File: src/hw/rtl/htbl_pkg.sv
package htbl_pkg;

   localparam int NUM_BUCKETS    = 1024;
   localparam int IDX_W          = $clog2(NUM_BUCKETS);
   localparam int MAX_ADDR_BYTES = 16;
   localparam int LEN_W          = 5;
   localparam int OUT_IDX_W      = 10;
   localparam int DIV_STEPS      = 64;
   localparam int DIV_CNT_W      = $clog2(DIV_STEPS);

   localparam logic [31:0] HASH_BASIS = 32'd2166136261;
   localparam logic [31:0] HASH_PRIME = 32'd16777619;
   localparam logic [31:0] MS_PER_S   = 32'd1000;
   // ceil(2^38 / 1000): x / 1000 == (x * RECIP_1000) >> 38 for any 32-bit x
   localparam logic [31:0] RECIP_1000 = 32'd274877907;

   // Configuration register indexes
   localparam logic CSR_RATE  = 1'b0;
   localparam logic CSR_BURST = 1'b1;

   typedef enum logic [1:0] {
      F_IDLE,
      F_HASH,
      F_PUSH
   } front_state_type;

   typedef enum logic [3:0] {
      B_CLEAR,
      B_IDLE,
      B_READ,
      B_CALC,
      B_SPLIT,
      B_MUL,
      B_ADD,
      B_SAT,
      B_START2,
      B_WAIT2,
      B_DECIDE
   } back_state_type;

   typedef struct packed {
      logic [IDX_W-1:0] idx;
      logic [31:0]      now;
   } entry_type;

   typedef struct packed {
      logic        seen;
      logic [31:0] tokens;
      logic [31:0] refill;
   } bucket_type;

   typedef struct packed {
      logic        start;
      logic [63:0] dividend;
      logic [31:0] divisor;
   } div_req_type;

endpackage

File: src/hw/rtl/htbl_front.sv
module htbl_front (
   input  logic                     clock,
   input  logic                     reset,
   input  logic                     enable,
   input  logic                     req_valid,
   output logic                     req_ready,
   input  logic [63:0]              req_addr_low,
   input  logic [63:0]              req_addr_high,
   input  logic [4:0]               req_addr_len,
   input  logic [31:0]              req_now_ms,
   output logic                     push_valid,
   input  logic                     push_ready,
   output htbl_pkg::entry_type      push_data
);

   htbl_pkg::front_state_type state_ff, state_in;
   logic [127:0]              bytes_ff;
   logic [4:0]                left_ff;
   logic [31:0]               hash_ff;
   logic [31:0]               now_ff;
   logic [31:0]               hash_x;
   logic [63:0]               hash_prod;
   logic [4:0]                len_clamped;
   logic                      accept;

   assign accept      = req_valid && req_ready;
   assign len_clamped = (req_addr_len > 5'(htbl_pkg::MAX_ADDR_BYTES))
                        ? 5'(htbl_pkg::MAX_ADDR_BYTES) : req_addr_len;
   assign hash_x      = hash_ff ^ {24'd0, bytes_ff[7:0]};
   assign hash_prod   = {32'd0, hash_x} * {32'd0, htbl_pkg::HASH_PRIME};

   // Next state
   always_comb begin
      state_in = state_ff;
      case (state_ff)
         htbl_pkg::F_IDLE: if (accept) state_in = htbl_pkg::F_HASH;
         htbl_pkg::F_HASH: if (left_ff == 5'd0) state_in = htbl_pkg::F_PUSH;
         htbl_pkg::F_PUSH: if (push_ready) state_in = htbl_pkg::F_IDLE;
         default:          state_in = htbl_pkg::F_IDLE;
      endcase
   end

   // Outputs
   always_comb begin
      req_ready  = 1'b0;
      push_valid = 1'b0;
      case (state_ff)
         htbl_pkg::F_IDLE: req_ready  = enable;
         htbl_pkg::F_PUSH: push_valid = 1'b1;
         default: begin
            req_ready  = 1'b0;
            push_valid = 1'b0;
         end
      endcase
   end

   assign push_data.idx = hash_ff[htbl_pkg::IDX_W-1:0];
   assign push_data.now = now_ff;

   always_ff @(posedge clock) begin
      if (reset) begin
         state_ff <= htbl_pkg::F_IDLE;
      end else begin
         state_ff <= state_in;
      end
   end

   // Hash one byte a cycle, byte 0 first
   always_ff @(posedge clock) begin
      if (accept) begin
         bytes_ff <= {req_addr_high, req_addr_low};
         left_ff  <= len_clamped;
         hash_ff  <= htbl_pkg::HASH_BASIS;
         now_ff   <= req_now_ms;
      end else if (state_ff == htbl_pkg::F_HASH && left_ff != 5'd0) begin
         bytes_ff <= {8'd0, bytes_ff[127:8]};
         left_ff  <= left_ff - 5'd1;
         hash_ff  <= hash_prod[31:0];
      end
   end

endmodule

File: config.mk
export PLATFORM = sky130hd
export DESIGN_NAME = htbl_front
export DESIGN_NICKNAME = d
export VERILOG_FILES = /design/src/hw/rtl/htbl_pkg.sv /design/src/hw/rtl/htbl_front.sv
export SDC_FILE = /design/constraint.sdc
export NUM_CORES = 1
export LEC_CHECK = 0
export BUFFER_PORTS_ARGS = -buffer_cell sky130_fd_sc_hd__buf_2
export CORE_MARGIN = 2
export CORE_UTILIZATION = 45
export CTS_CLUSTER_SIZE = 8
export DETAILED_ROUTE_END_ITERATION = 10
export PLACE_DENSITY_LB_ADDON = 0.25
export SLEW_MARGIN = 20
export SYNTH_ARGS = -nofsm -noshare
export SYNTH_HDL_FRONTEND = slang
export SYNTH_SLANG_ARGS = --single-unit
File: constraint.sdc
create_clock -name clock -period 14.9 [get_ports clock]
set_clock_uncertainty 0.1 [all_clocks]
set_input_delay 1.49 -clock clock [delete_from_list [all_inputs] [get_ports clock]]
set_output_delay 1.49 -clock clock [all_outputs]
set_load 0.02 [all_outputs]
==> results.cfg, run 1 <==
[floorplanning]
fp.dieW_um = 137
start_util_pct = 45.8
core_area_um2 = 17200
die_y_um = 137
ios = 214
num_rows = 48
dieArea_um2 = 18600

[synthesis]
yosys.area_share.simple_pct = 20.6
synthAdderAreaFrac_pct = 5.98
yosys_warnings = 0
syn_area_um2 = 7900
synth_cell_types = 30
synth-xor-area-share_pct = 3.39
synth-compound-area-share_pct = 1.87
ys_seq_elements = 177
synth_nets = 928
syn-instance-count = 722
synth_area_per_cell_um2 = 10.9
synth_top_family_by_area = simple AND/OR/NAND/NOR gates
synth.yosys.seq_area_share_pct = 65.7
synthMuxAreaShare_pct = 0

[sta]
clock.fmax_mhz = 239
fin_tns_setup_ps = 0
drv_slew = 0
relSlewSlack_pct = 30.8
period_minus_slack_ps = 4190
fin_crit_sh_pct = 28.1
setup_viol = 0
rsz0062_at_grt = no
tightest_slew_ps = 1040
hold_viol_final = 0

[clock_network]
clock-root-buffer = clkbuf_16
cts_sinks = 177
cts_tree = built
cts_hold_buf = 0
cts_buffer_depth = 2
insertion_delay_ps = 420
cts-buffers-inserted = 17
cts.clk_slew.worst_paths_ps = 60
post_cts_buffers = 0
htreeDepth = 4
cts_resized = 0

[route]
wl_per_cell_um = 13.8
drc = 0
dr.pass1.iters = 4
drtAntennaViolNets = 0
num_vias = 5527
drt_iter0_drc = 375
drt-total-wl_um = 16000
viasPerCell = 4.74

[global_routing]
grt_pass1_wl_um = 25000
grt_util_met2_pct = 27.4
busiest_layer = met2
antenna_found_initial = 1
grt.overflow.total = 0
met3_usage_pct = 3.81
grt_start_max_net_pins = 93
met1_usage_pct = 24.1
grt_pass1_vias = 5138
grt_usage_pct = 17.6

[worst_setup_path]
rr_worst_depth = 14
r2r_slack_ps = 11200
crit_path_max_incr_delay_ps = 920
crit_chain = buf_2, nor3b_4, nand2_4, nand2_4, buf_4
worst_setup_path_start_kind = primary input
crit_slowest_cell = buf_4
crit_fanout = 83
r2r-start = bytes_ff[0]
path_class = primary input to flop
r2r_end = hash_ff[9]
endpoint_kind = flop
crit_arrival_ps = 4130
cp.required_ps = 14840
cpMostUsedCell = nand2_4

[layout]
stdcell_count = 1166
final_cell_mix = nand2_1, buf_2, edfxtp_1, ha_1, clkbuf_16
final_common_cell = nand2_1
fill_cells = 1517
syn_to_final_growth_pct = 23.4
drive_above_1_share_pct = 27.1
final_nets = 1133

[place]
io_buffers = 213
place.gp.congestion = 0.779
detailed_place_hpwl_um = 11100
placed_cells = 1133

[pwr]
power.density_nw_per_um2 = 177
vdd_drop_max_mv = 0.303
p_leak_uw = 0.00450

[min_path]
hp-class = flop to flop
holdPathStages = 2
hold_path.startpoint = hash_ff[3]
whs_endpoint = hash_ff[3]

[job]
maxCapViolCount = 0

[outcome]
outcome = finished, final reports clean
-- per-stage QoR --
stage	worst slack, ps	utilization [%]	power, µW	hold slack [ps]	cell area (µm²)
floorplan	8980	-	1150	391	7900
global placement	10310	53.1	1280	381	9150
detailed placement	10260	53.1	1300	387	9150
CTS	10700	56.5	1750	396	9750
global route	10410	56.6	1860	410	9750
finish	10710	56.6	1730	392	9750
-- layer usage --
metal	up-vias	routed length [µm]
met5	-	0
met2	162	7510
met1	2529	7250
li1	2808	-
met4	0	361
met3	28	909
-- cells by family (layout without fill, tap and decap cells) --
group,count (synthesis),in the layout
XOR/XNOR,28,28
AO/OA/AOI/OAI,27,27
flip-flops,177,177
other,0,1
buffers and inverters,46,264
AND/OR/NAND/NOR,408,408
adder cells (fa/ha/maj),36,36
-- cell type report --
| class | count | area [µm²] | share of cell area [%] |
|---|---|---|---|
| flip-flops and latches | 177 | 5190 | 53.3 |
| multi-input cells | 499 | 2530 | 25.9 |
| repair buffers | 216 | 1090 | 11.2 |
| clock buffers | 17 | 425 | 4.36 |
| well taps | 225 | 282 | 2.89 |
| clock inverters | 15 | 168 | 1.72 |
| inverters | 16 | 62.6 | 0.642 |
| diodes | 1 | 2.50 | 0.0257 |
-- worst max path at each step --
| stage | startpoint | slack [ps] | depth (start not counted) | endpoint |
|---|---|---|---|---|
| final | enable | 10710 | 5 | bytes_ff[43] |
| after global routing | enable | 10410 | 7 | bytes_ff[86] |
| after CTS | enable | 10700 | 5 | bytes_ff[5] |
| after detailed placement | enable | 10260 | 5 | bytes_ff[4] |
| after global placement | enable | 10310 | 5 | bytes_ff[1] |
| after floorplan | enable | 8980 | 5 | bytes_ff[0] |
-- Yosys cell counts --
master / count / area, µm²
and3_1: 9 / 56.3
nor3_1: 2 / 10.0
ha_1: 33 / 413
a21oi_1: 11 / 55.1
xnor2_1: 15 / 131
nor3b_4: 1 / 18.8
fa_1: 3 / 60.1
o211ai_1: 1 / 7.51
dfxtp_1: 12 / 240
o21ai_0: 11 / 55.1
nor2_1: 5 / 18.8
nand3b_1: 4 / 30.0
edfxtp_1: 165 / 4950
xor2_2: 1 / 16.3
nand2_2: 1 / 6.26
a211oi_1: 1 / 7.51
and2_1: 2 / 12.5
clkbuf_1: 13 / 48.8
xor2_1: 11 / 96.3
buf_2: 17 / 85.1
nand2b_1: 1 / 6.26
a22oi_1: 1 / 7.51
nand2_1: 374 / 1400
a21o_1: 2 / 15.0
inv_1: 16 / 60.1
nor4b_1: 1 / 8.76
nor2b_1: 5 / 31.3
nor3b_2: 1 / 12.5
xnor3_2: 1 / 23.8
nand3_1: 2 / 10.0
-- where the power goes --
part	internal, µW	switching, µW
combinational	292	346
clock	252	197
sequential	616	25.0
-- worst max-delay path, delay by kind of cell --
kind                   cells  cell delay [ps]
AND/OR/NAND/NOR            3             1540
buffers and inverters      2             1010
-- flip-flops by register name, summed over array words and instances (netlist names) --
register / flops
left_ff: 5
hash_ff: 10
state_ff: 2
now_ff: 32
bytes_ff: 128
Power figures use the tool's default switching activity.
==> run 2: changes to the inputs <==
clock period = 3.95 ns   (was 14.9 ns; I/O delays follow)
==> run 2 against run 1 <==
- die area unchanged
- cell count increased by 0.34%
- combinational power increased to 3.8 times the previous value
- routed wire length increased by 3.9%
- design area increased by 0.74%
- sequential cell count unchanged
- clock power increased to 3.8 times the previous value
- power increased to 3.8 times the previous value
- critical path depth increased by 10
- global-route usage increased by 0.75 points
- critical endpoint is now hash_ff[9]
- highest routed layer unchanged
==> results.cfg, run 2 (same netlist as run 1, synthesis figures left out) <==
[clock_network]
cts.clk_slew.worst_paths_ps = 70
cts_tree = built
htreeDepth = 4
cts_sinks = 177
post_cts_buffers = 0
cts-buffers-inserted = 17
clock-root-buffer = clkbuf_16
insertion_delay_ps = 420
cts_buffer_depth = 2
cts_resized = 0
cts_hold_buf = 0

[place]
detailed_place_hpwl_um = 11400
io_buffers = 213
place_area_um2 = 9230
place.gp.congestion = 0.775
place_ws_ps = 284

[layout]
final_cell_mix = nand2_1, buf_2, edfxtp_1, ha_1, clkbuf_16
top_regs = bytes_ff x128, now_ff x32, hash_ff x10
largest_reg_flops = 128
final_nets = 1138
drive_above_1_share_pct = 27.5
syn_to_final_growth_pct = 24.3
final_area_um2 = 9820
final_common_cell = nand2_1
diodes = 0
largest_register = bytes_ff

[sta]
hold_slack_ps = 42.7
setup_viol = 0
hold_viol_final = 0
rsz0062_at_grt = no
period_minus_slack_ps = 3690
fin_tns_setup_ps = 0
clock.fmax_mhz = 271
fin_ws_ps = 258
relSlewSlack_pct = 48.6
tightest_slew_ps = 771
fin_crit_sh_pct = 93.5
drv_slew = 0

[worst_setup_path]
crit_arrival_ps = 3910
crit_path_max_incr_delay_ps = 530
endpoint_kind = flop
crit_chain = xnor2_1, inv_1, ha_1, ha_1, ha_1, ha_1, inv_1, fa_1, inv_1, ha_1, nand2_1, a21o_1, a21oi_1, nand2_1, nor3b_2
crit_slowest_cell = fa_1
crit_fanout = 3
cpMostUsedCell = ha_1
cp.required_ps = 4160
path_class = flop to flop
worst_setup_path_start_kind = flop

[pwr]
vdd_drop_max_mv = 1.19
power.total_uw = 6560
p_leak_uw = 0.00453
power.density_nw_per_um2 = 668

[global_routing]
grt_pass1_vias = 5419
grt_pass1_wl_um = 26000
grt_start_max_net_pins = 77
grt.overflow.total = 0
antenna_found_initial = 0
grt_usage_pct = 18.3

[job]
maxCapViolCount = 0

[floorplanning]
fp.dieW_um = 137
ios = 214
dieArea_um2 = 18600
core_area_um2 = 17200
num_rows = 48
die_y_um = 137
start_util_pct = 45.8

[route]
num_vias = 5566
viasPerCell = 4.76
dr.pass1.iters = 4
drt_iter0_drc = 285
wl_per_cell_um = 14.2
drt-total-wl_um = 16700
drtAntennaViolNets = 0
drc = 0

[min_path]
hp-class = primary input to flop

[outcome]
outcome = finished, final reports clean
run 2: cell count changes in the layout (fill, tap and decap cells not counted), moves of 2 or more:
cell,previous run,this run
clkinvlp_4,1,3
inv_6,8,5
buf_12,0,2
buf_4,3,6
run 2: per-stage QoR:
step,utilization (%),instances
after detailed placement,53.5,1138
after global placement,53.5,1138
final,57.0,1170
after floorplan,-,722
after CTS,57.0,1170
after global routing,57.0,1170
run 2: power breakdown:
| part | switching, µW | internal, µW | total [µW] | leakage, µW |
|---|---|---|---|---|
| Combinational | 1320 | 1130 | 2450 | 0.00257 |
| Clock | 750 | 952 | 1700 | 0.000285 |
| Sequential | 88.0 | 2320 | 2410 | 0.00168 |
run 2: critical path: cells and delay by family (launching register included):
kind	cells	cell delay, ps
AOI/OAI and AO/OA	2	300
xor gates and xnor gates	1	280
adders and majority gates	6	2030
buffers and inverters	3	230
DFF	1	390
and+or+nand+nor	3	270
run 2: path summary, 6_finish.rpt:
kind | start | end | slack [ps] | cells after the start
worst min register to register | hash_ff[3] | hash_ff[3] | 390 | 2
worst min-delay path | req_now_ms[29] | now_ff[29] | 40 | 1
worst max register to register | bytes_ff[1] | hash_ff[9] | 260 | 15
worst max-delay path | bytes_ff[1] | hash_ff[9] | 260 | 15
run 2: routing by layer:
layer | vias up | global-route usage [%] | wire length (µm) | share of wire (%)
met5 | - | 0 | 0 | 0
met4 | 0 | 6.08 | 231 | 1.4
met3 | 17 | 6.19 | 1160 | 7.0
met2 | 156 | 30.4 | 8340 | 50
met1 | 2586 | 22.5 | 6920 | 42
li1 | 2807 | - | - | -
run 2: cell type report:
cell class	instances	area [µm²]
sequential	177	5190
multi-input combinational	499	2530
clock inverter	15	171
fill	1522	7410
clock buffer	17	425
tap	225	282
timing repair buffer	221	1150
inverter	16	62.6
