==> src/hw/rtl/htbl_pkg.sv <==
package htbl_pkg;

   localparam int NUM_BUCKETS    = 1024;
   localparam int IDX_W          = $clog2(NUM_BUCKETS);
   localparam int MAX_ADDR_BYTES = 16;
   localparam int LEN_W          = 5;
   localparam int OUT_IDX_W      = 10;
   localparam int DIV_STEPS      = 64;
   localparam int DIV_CNT_W      = $clog2(DIV_STEPS);

   localparam logic [31:0] HASH_BASIS = 32'd2166136261;
   localparam logic [31:0] HASH_PRIME = 32'd16777619;
   localparam logic [31:0] MS_PER_S   = 32'd1000;
   // ceil(2^38 / 1000): x / 1000 == (x * RECIP_1000) >> 38 for any 32-bit x
   localparam logic [31:0] RECIP_1000 = 32'd274877907;

   // Configuration register indexes
   localparam logic CSR_RATE  = 1'b0;
   localparam logic CSR_BURST = 1'b1;

   typedef enum logic [1:0] {
      F_IDLE,
      F_HASH,
      F_PUSH
   } front_state_type;

   typedef enum logic [3:0] {
      B_CLEAR,
      B_IDLE,
      B_READ,
      B_CALC,
      B_SPLIT,
      B_MUL,
      B_ADD,
      B_SAT,
      B_START2,
      B_WAIT2,
      B_DECIDE
   } back_state_type;

   typedef struct packed {
      logic [IDX_W-1:0] idx;
      logic [31:0]      now;
   } entry_type;

   typedef struct packed {
      logic        seen;
      logic [31:0] tokens;
      logic [31:0] refill;
   } bucket_type;

   typedef struct packed {
      logic        start;
      logic [63:0] dividend;
      logic [31:0] divisor;
   } div_req_type;

endpackage

==> src/hw/rtl/htbl_queue.sv <==
module htbl_queue (
   input  logic                clock,
   input  logic                reset,
   input  logic                push_valid,
   output logic                push_ready,
   input  htbl_pkg::entry_type push_data,
   output logic                pop_valid,
   input  logic                pop,
   output htbl_pkg::entry_type pop_data
);

   htbl_pkg::entry_type entries_ff [2];
   logic                wr_ptr_ff;
   logic                rd_ptr_ff;
   logic [1:0]          count_ff;
   logic                do_push;
   logic                do_pop;

   assign push_ready = (count_ff != 2'd2);
   assign pop_valid  = (count_ff != 2'd0);
   assign pop_data   = entries_ff[rd_ptr_ff];
   assign do_push    = push_valid && push_ready;
   assign do_pop     = pop && pop_valid;

   // Track fill level and pointers
   always_ff @(posedge clock) begin
      if (reset) begin
         wr_ptr_ff <= 1'b0;
         rd_ptr_ff <= 1'b0;
         count_ff  <= 2'd0;
      end else begin
         if (do_push) wr_ptr_ff <= ~wr_ptr_ff;
         if (do_pop)  rd_ptr_ff <= ~rd_ptr_ff;
         if (do_push && !do_pop)      count_ff <= count_ff + 2'd1;
         else if (do_pop && !do_push) count_ff <= count_ff - 2'd1;
      end
   end

   always_ff @(posedge clock) begin
      if (do_push) entries_ff[wr_ptr_ff] <= push_data;
   end

endmodule

==> config.mk <==
export PLATFORM = sky130hd
export DESIGN_NAME = htbl_queue
export DESIGN_NICKNAME = d
export VERILOG_FILES = /design/src/hw/rtl/htbl_pkg.sv /design/src/hw/rtl/htbl_queue.sv
export SDC_FILE = /design/constraint.sdc
export NUM_CORES = 1
export LEC_CHECK = 0
export BUFFER_PORTS_ARGS = -buffer_cell sky130_fd_sc_hd__buf_2
export CORE_UTILIZATION = 51
export DETAILED_ROUTE_END_ITERATION = 16
export PLACE_DENSITY = 0.85
export SKIP_CTS_REPAIR_TIMING = 1
export SYNTH_ARGS = -nofsm -noshare
export SYNTH_HDL_FRONTEND = slang
export SYNTH_SLANG_ARGS = --single-unit
==> constraint.sdc <==
create_clock -name clock -period 2.7 [get_ports clock]
set_input_delay 0.135 -clock clock [delete_from_list [all_inputs] [get_ports clock]]
set_output_delay 0.135 -clock clock [all_outputs]
set_load 0.005 [all_outputs]
==> results_dict.tcl, run 1 <==
set metrics [dict create \
    nFillCells 394 \
    dr.pass1.iters 4 \
    powerDensity_nw_per_um2 782 \
    grt_pass1_wl_um 8140 \
    initial_core_util 0.538 \
    critical_path_class "reg -> out" \
    status "finished, final reports clean" \
    startpoint_type "register" \
    drv_slew 0 \
    yosysSeqAreaShare 0.809 \
    wl_um 5910 \
    grt_overflow 0 \
    wl_per_cell_um 15.8 \
    h-tree-depth 3 \
    rsz0062_at_grt "no" \
    multiInputGateArea_um2 593 \
    die_y_um 81.7 \
    initialDrtViolationCount 106 \
    antenna_found_initial 0 \
    max_cap_violations 0 \
    cts_buffer_depth 2 \
    dr_wl_met3_um 377 \
    yosysMostFrequentCell "edfxtp_1" \
    arrival_ps 1740 \
    met1_length_um 2430 \
    crit_path_end_kind "primary output" \
    syn_inst 155 \
    yosys.area.top_type_share 0.778 \
    insertion_delay_ps 340 \
    max_freq_mhz 534 \
    cp.required_ps 2570 \
    boundaryPins 90 \
    yosysTopAreaCell "edfxtp_1" \
    layout-drive-gt1-share 0.497 \
    core_area_um2 6030 \
    syn_area_um2 3240 \
    synth_cell_types 17 \
    cts_tree "yes" \
    hold_class "in -> reg" \
    area_delta_synth_final_pct 34.8 \
    synth-async-reset-ratio 0 \
    viasPerCell 4.82 \
    finalNetCount 342 \
    dp_hpwl_um 3600 \
    avgSynthCellArea_um2 20.9 \
    root_buffer "clkbuf_8" \
    dpl-instance-area_um2 3790 \
    synth_nets 202 \
    path_clk_slew_ps 80 \
    synth.ff_latch_count 89 \
    fin_setup_tns_ps 0 \
    ys.flop_type "edfxtp_1" \
    cp_slowest_cell "dfxtp_2" \
    ir_worst_vdd_v 0.000534 \
    drc 0 \
    crit_fanout 23 \
    die_w_um 81.7 \
    finalClockSkew_ps 3.97 \
    antenna_left 0 \
    period_minus_slack_ps 1870 \
    die-area_um2 6680 \
    first_global_vias 1751 \
    fin_area_um2 4370 \
    num_rows 28 \
    port_buffers 89 \
    finalHoldViolCount 0 \
    cpPeakStageDelay_ps 660 \
    slew_headroom 0.623 \
    cts_made_buffers 9 \
    register_area_um2 2620 \
    grt_max_degree 43 \
    cts_sinks 89 \
    vias 1809 \
    post-route-period-util 0.694 \
    setup_viol_count_final 0 \
    antennaDiodeCount 0 \
    dr.max_layer_used "met4" \
    synth.yosys.warnings 0 \
    p_leak_nw 1.65 \
    synth.top_cells.by_area "edfxtp_1 78%, mux2_2 15%, dfxtp_1 3.1%, xor2_1 0.81%, buf_2 0.77%" \
    met2_length_um 2990 \
    yosys-top-cells-count "84 x edfxtp_1, 42 x mux2_2, 5 x buf_2, 5 x dfxtp_1" \
    cp_cell_sequence "buf_12 > mux2_2 > buf_2" \
    grt_usage 0.174 \
    synth_enable_flop_cells 84 \
    worst_pin_slew_ps 566 \
    place_congestion 0.705 \
]
state kept, by name, summed over array words and instances, names as in the netlist, named ones only:
signal	cells
rd_ptr_ff	1
count_ff	2
wr_ptr_ff	1
entries_ff	84
per-layer routing:
| layer | global-route usage | vias up |
|---|---|---|
| met5 | 0 | - |
| met4 | 0.0982 | 0 |
| met3 | 0.0567 | 10 |
| met2 | 0.286 | 68 |
| met1 | 0.199 | 847 |
| li1 | - | 884 |
cell type report:
cell class | count | share of cell area
multi-input combinational | 60 | 0.136
clock buffer | 12 | 0.0309
timing repair buffer | 134 | 0.206
inverter | 1 | 0.000859
sequential | 89 | 0.600
tap | 75 | 0.0215
clock inverter | 4 | 0.00458
worst paths after layout:
kind / slack (ps) / endpoint / cells after the start / startpoint
setup / recovery: 830 / pop_data[15] / 3 / register
hold / removal: 20 / register / 2 / reset
setup reg to reg: 970 / entries_ff[0][25] / 4 / count_ff[0]
hold reg to reg: 510 / register / 2 / rd_ptr_ff
report_power, final:
group	switching, mW	leakage [nW]	total (mW)	internal, mW
clock	0.414	0.0754	0.742	0.328
combinational	0.378	0.752	0.854	0.476
sequential	0.0933	0.826	1.82	1.73
total	0.886	1.65	3.42	2.53
placed cells by master (no fill, tap or decap), types with 2 or more instances in the layout:
cell type      synthesis  layout
a21oi_1                2       2
buf_2                  5      89
buf_4                  0       2
clkbuf_1               0       3
clkbuf_8               0       9
clkinv_1               0       3
dfxtp_1                5       4
dlygate4sd3_1          0      42
edfxtp_1              84      84
mux2_2                42      42
nor2_1                 3       3
o21ai_0                2       2
xor2_1                 3       3
stage by stage:
step | hold slack [ps] | power, mW | std cells | setup WS (ps) | utilization
4_1_cts | -34.8 | 3.40 | 333 | 801 | 0.656
2_1_floorplan | 204 | 2.30 | 155 | 644 | -
3_3_place_gp | 324 | 2.63 | 317 | 1070 | 0.630
6_report | 17.2 | 3.42 | 375 | 826 | 0.725
3_5_place_dp | 326 | 2.66 | 317 | 985 | 0.630
5_1_grt | 4.73 | 3.59 | 375 | 720 | 0.725
worst max-delay path, delay by kind of cell (launching register included):
family                 cells  cell delay, ps
buffers and inverters      2             380
muxes                      1             360
DFF                        1             660
cell families (layout without fill, tap and decap cells):
group	Yosys count	in the layout	synth area share
flip-flops	89	89	0.809
multiplexers	42	42	0.146
AND/OR/NAND/NOR	9	9	0.0154
buffers and inverters	6	151	0.00887
AO/OA/AOI/OAI	5	5	0.00926
XOR/XNOR	3	3	0.00810
adder cells (fa/ha/maj)	1	1	0.00386
Note: power is estimated with default switching activity, not from simulation.
==> run 2, diff against run 1 <==
--- a/config.mk
+++ b/config.mk
@@ -6,9 +6,9 @@
 export NUM_CORES = 1
 export LEC_CHECK = 0
 export BUFFER_PORTS_ARGS = -buffer_cell sky130_fd_sc_hd__buf_2
-export CORE_UTILIZATION = 51
+export CORE_UTILIZATION = 46
 export DETAILED_ROUTE_END_ITERATION = 16
-export PLACE_DENSITY = 0.85
+export PLACE_DENSITY = 0.81
 export SKIP_CTS_REPAIR_TIMING = 1
 export SYNTH_ARGS = -nofsm -noshare
 export SYNTH_HDL_FRONTEND = slang
==> constraint.sdc (replaced) <==
create_clock -name clock -period 1.6 [get_ports clock]
set_input_delay 0.08 -clock clock [delete_from_list [all_inputs] [get_ports clock]]
set_output_delay 0.08 -clock clock [all_outputs]
set_load 0.005 [all_outputs]
==> run 2 against run 1 <==
Effect of this change: power is 82% higher; largest cell class unchanged; count of clock-buffer cells in the layout is 3 lower; sequential cell count stayed put; critical endpoint is now count_ff[1]; highest routed layer unchanged; global-route usage is 2.8 points lower; combinational power is 87% higher; die area is 11% higher; cell area is 4.0% higher; clock power is 120% higher; non-clock buffer count is 4 higher; final cell count is 6.7% higher; critical path depth is 3 higher.
==> results_dict.tcl, run 2 (synthesis results as in run 1) <==
set metrics [dict create \
    status "finished, final reports clean" \
    swShare 0.248 \
    wl_per_cell_um 14.2 \
    antennaDiodeCount 0 \
    drc 0 \
    power_switching_mw 1.54 \
    reg2reg_slack_ps 90 \
    cp.required_ps 1870 \
    top_regs "entries_ff: 84 flops, count_ff: 2 flops" \
    initial_core_util 0.477 \
    vias 1854 \
    seqPwrFrac 0.486 \
    max_cap_violations 0 \
    p_comb_frac 0.257 \
    h-tree-depth 3 \
    rsz0062_at_grt "no" \
    dr.pass1.iters 4 \
    period_minus_slack_ps 1510 \
    register_area_um2 2630 \
    area_delta_synth_final_pct 40.2 \
    root_buffer "clkbuf_8" \
    setup_ws_ps 93.5 \
    ir_worst_vdd_v 0.000879 \
    core_area_um2 6790 \
    port_buffers 89 \
    worst_pin_slew_ps 336 \
    max_freq_mhz 664 \
    cts_sinks 89 \
    boundaryPins 90 \
    grt_usage 0.146 \
    power.share.clock 0.258 \
    initialDrtViolationCount 117 \
    largest_register "entries_ff" \
    wl_um 5690 \
    powerDensity_nw_per_um2 1370 \
    grt_pass1_wl_um 7870 \
    crit_path_end_kind "register" \
    finalNetCount 346 \
    cts_made_buffers 9 \
    p_leak_nw 1.72 \
    critical_path_class "reg -> reg" \
    post-route-period-util 0.942 \
    finalHoldViolCount 0 \
    cp_cell_sequence "nand2b_4 > and2_1 > ha_4 > xor2_1 > or3_1 > a21oi_1" \
    first_global_vias 1691 \
    nFillCells 472 \
    antenna_left 0 \
    die_w_um 86.0 \
    grt_overflow 0 \
    fin_setup_tns_ps 0 \
    finalNonFillerCells 400 \
    dp_slack_ps 4.94 \
    die-area_um2 7390 \
    place_congestion 0.665 \
    die_y_um 86.0 \
    slew_headroom 0.774 \
    finalClockSkew_ps 5.07 \
    total_power_mw 6.21 \
    grt_max_degree 30 \
    power.internal_mw 4.67 \
    arrival_ps 1780 \
    cpPeakStageDelay_ps 350 \
    final_cell_mix "89 x buf_2, 84 x edfxtp_1, 43 x dlygate4sd3_1" \
    multiInputGateArea_um2 613 \
    insertion_delay_ps 340 \
    antenna_found_initial 0 \
    cp_slowest_cell "dfxtp_2" \
    path_clk_slew_ps 80 \
    crit_fanout 5 \
    viasPerCell 4.64 \
    cts_tree "yes" \
    drv_slew 0 \
    startpoint_type "register" \
    dp_hpwl_um 3420 \
    dp.cells 341 \
    setup_viol_count_final 0 \
    largest_reg_flops 84 \
    layout-drive-gt1-share 0.526 \
    num_rows 30 \
    hold_class "in -> reg" \
    final_common_cell "buf_2" \
    cts_buffer_depth 2 \
]
==> run 2: changes by cell type in the layout (fill, tap and decap cells not counted), sizes merged <==
cell and delta:
bufinv +2, clkinvlp +1, buf +3, clkbuf -3, dlygate4sd3 +1
==> run 2: layout make-up <==
cell class	count	area share
clock buffers	9	0.0272
multi-input cells	60	0.135
repair buffers	138	0.214
clock inverters	7	0.0187
well taps	96	0.0264
inverters	1	0.00165
flip-flops and latches	89	0.578
==> run 2: per-layer routing <==
metal / share of wire / track usage
met1: 0.42 / 0.179
met2: 0.51 / 0.230
met3: 0.044 / 0.0443
met4: 0.023 / 0.0833
met5: 0 / 0
==> run 2: final timing paths <==
kind                    start           to  cells after the start
setup / recovery  count_ff[0]  count_ff[1]                      6
hold reg to reg   count_ff[1]  count_ff[1]                      2
hold / removal     push_valid    wr_ptr_ff                      3
setup reg to reg  count_ff[0]  count_ff[1]                      6
==> run 2: through the flow <==
step / utilization / hold WS [ps] / instance area [um^2]
after CTS: 0.604 / -97.8 / 4100
after floorplan: - / 145 / 3260
after detailed placement: 0.573 / 271 / 3890
after global placement: 0.573 / 269 / 3890
final: 0.669 / 78.0 / 4550
after global routing: 0.669 / 88.6 / 4550
==> run 2: critical path: cells and delay by family, from the launching register on <==
kind,cells,cell delay [ps]
flops,1,350
xor+xnor,1,140
simple gates,3,660
compound gates,1,140
fa+ha+maj,1,160
==> run 2: power groups by stage <==
stage / clock [mW] / sequential, mW / combinational (mW)
6_report: 1.60 / 3.02 / 1.60
2_1_floorplan: 0 / 3.03 / 0.878
5_1_grt: 1.73 / 3.05 / 1.74
3_3_place_gp: 0 / 3.04 / 1.48
3_5_place_dp: 0 / 3.07 / 1.51
4_1_cts: 1.63 / 3.01 / 1.52
==> run 3, diff against run 2 <==
--- a/config.mk
+++ b/config.mk
@@ -6,9 +6,10 @@
 export NUM_CORES = 1
 export LEC_CHECK = 0
 export BUFFER_PORTS_ARGS = -buffer_cell sky130_fd_sc_hd__buf_2
-export CORE_UTILIZATION = 46
+export CORE_UTILIZATION = 48
+export CTS_BUF_LIST = sky130_fd_sc_hd__clkbuf_4
 export DETAILED_ROUTE_END_ITERATION = 16
-export PLACE_DENSITY = 0.81
+export PLACE_DENSITY = 0.84
 export SKIP_CTS_REPAIR_TIMING = 1
 export SYNTH_ARGS = -nofsm -noshare
 export SYNTH_HDL_FRONTEND = slang
==> run 3 against run 2 <==
Effect of this change: the flow now finishes with violations (DRC); fmax shrank 2.7%; clock power shrank 7%; core utilization grew 3.7 points; routed wire length grew 4.4%; critical path type is now reg -> out; highest routed layer unchanged.
==> results_dict.tcl, run 3 (synthesis results as in run 1) <==
set metrics [dict create \
    total_power_mw 6.21 \
    dr_wl_met3_um 219 \
    cpPeakStageDelay_ps 420 \
    reg2reg_slack_ps 60 \
    period_minus_slack_ps 1550 \
    boundaryPins 90 \
    p_comb_frac 0.273 \
    grt_overflow 0 \
    max_cap_violations 0 \
    crit_path_end_kind "primary output" \
    rsz0062_at_grt "yes" \
    drv_slew 0 \
    finalClockSkew_ps 12.7 \
    root_buffer "clkbuf_4" \
    wl_per_cell_um 15.5 \
    initial_core_util 0.505 \
    num_rows 29 \
    viasPerCell 4.83 \
    finalNetCount 348 \
    path_clk_slew_ps 130 \
    drc 4 \
    powerDensity_nw_per_um2 1370 \
    final_common_cell "buf_2" \
    top_regs "entries_ff: 84 flops, count_ff: 2 flops" \
    antennaDiodeCount 0 \
    post-route-period-util 0.968 \
    slew_headroom 0.788 \
    worst_pin_slew_ps 316 \
    r2r_start "count_ff[0]" \
    cp_slowest_cell "dfxtp_4" \
    dp_hpwl_um 3400 \
    first_global_vias 1743 \
    met2_length_um 3200 \
    port_buffers 89 \
    p_leak_nw 1.73 \
    core_area_um2 6420 \
    grt_pass1_wl_um 8220 \
    crit_fanout 12 \
    h-tree-depth 3 \
    critical_path_class "reg -> out" \
    power.share.clock 0.240 \
    final_cell_mix "89 x buf_2, 84 x edfxtp_1, 44 x dlygate4sd3_1" \
    ir_worst_vdd_v 0.000912 \
    cp.required_ps 1520 \
    place_congestion 0.718 \
    finalHoldViolCount 0 \
    cts_tree "yes" \
    die_w_um 84.2 \
    vias 1848 \
    seqPwrFrac 0.488 \
    critical_path_buf_inv_count 2 \
    startpoint_type "register" \
    hold_slack_ps 163 \
    layout-drive-gt1-share 0.533 \
    swShare 0.249 \
    rr_worst_depth 6 \
    cts_buffer_depth 2 \
    status "finished with violations" \
    cp_cell_sequence "clkbuf_16 > mux2_2 > buf_2" \
    area_delta_synth_final_pct 39.9 \
    power_switching_mw 1.55 \
    die_y_um 84.2 \
    cts_sinks 89 \
    insertion_delay_ps 410 \
    antenna_found_initial 0 \
    holdPathStages 4 \
    antenna_left 0 \
    cts_made_buffers 9 \
    violations "DRC" \
    largest_reg_flops 84 \
    hold_class "in -> reg" \
    critical_path.top_delay_family "flip-flops" \
    grt_usage 0.157 \
    max_freq_mhz 646 \
    fin_setup_tns_ps 0 \
    power.internal_mw 4.66 \
    wl_um 5940 \
    grt_max_degree 43 \
    die-area_um2 7090 \
    setup_viol_count_final 0 \
    dr.pass1.iters 10 \
    initialDrtViolationCount 142 \
    dr.max_layer_used "met4" \
    r2r_end "count_ff[1]" \
    met1_length_um 2430 \
    hp-start "pop" \
    largest_register "entries_ff" \
    arrival_ps 1470 \
]
## run 3: power groups by stage
stage               registers (mW)  clock network (mW)  logic [mW]
floorplan                     3.03                   0       0.878
global placement              3.04                   0        1.46
detailed placement            3.07                   0        1.49
CTS                           3.01                1.52        1.50
global route                  3.06                1.62        1.83
finish                        3.03                1.49        1.70
## run 3: worst min-delay path: stages
cell and delay, ps:
buf_2 80, o21ai_1 120, xor2_1 190, nor2_1 70
## run 3: area by class of cell
| class | instances | area (um^2) |
|---|---|---|
| sequential | 89 | 2630 |
| fill | 417 | 1890 |
| timing repair buffer | 140 | 1010 |
| multi-input combinational | 60 | 619 |
| clock inverter | 7 | 109 |
| tap | 77 | 96.3 |
| clock buffer | 9 | 67.6 |
| inverter | 1 | 7.51 |
## run 3: metal layers
metal	track usage	vias to the layer above
met5	0	-
met3	0.0442	8
met2	0.267	52
met4	0.0752	0
met1	0.185	888
li1	-	900
## run 3: worst max path at each step
| stage | startpoint | endpoint | slack, ps | depth (start not counted) |
|---|---|---|---|---|
| finish | register | pop_data[21] | 50 | 3 |
| global route | register | pop_data[37] | -20 | 3 |
| CTS | register | pop_data[37] | -40 | 3 |
| detailed placement | count_ff[1] | count_ff[1] | 30 | 4 |
| global placement | count_ff[0] | count_ff[1] | 120 | 5 |
| floorplan | count_ff[0] | entries_ff[0][0] | -10 | 3 |
## run 3: through the flow
stage / utilization / instance area, um^2 / setup WS, ps / cells
final: 0.706 / 4540 / 51.5 / 383
after global routing: 0.706 / 4540 / -22.2 / 383
after CTS: 0.627 / 4030 / -39.0 / 337
after detailed placement: 0.599 / 3850 / 25.6 / 321
after global placement: 0.599 / 3850 / 120 / 321
after floorplan: - / 3260 / -13.2 / 155
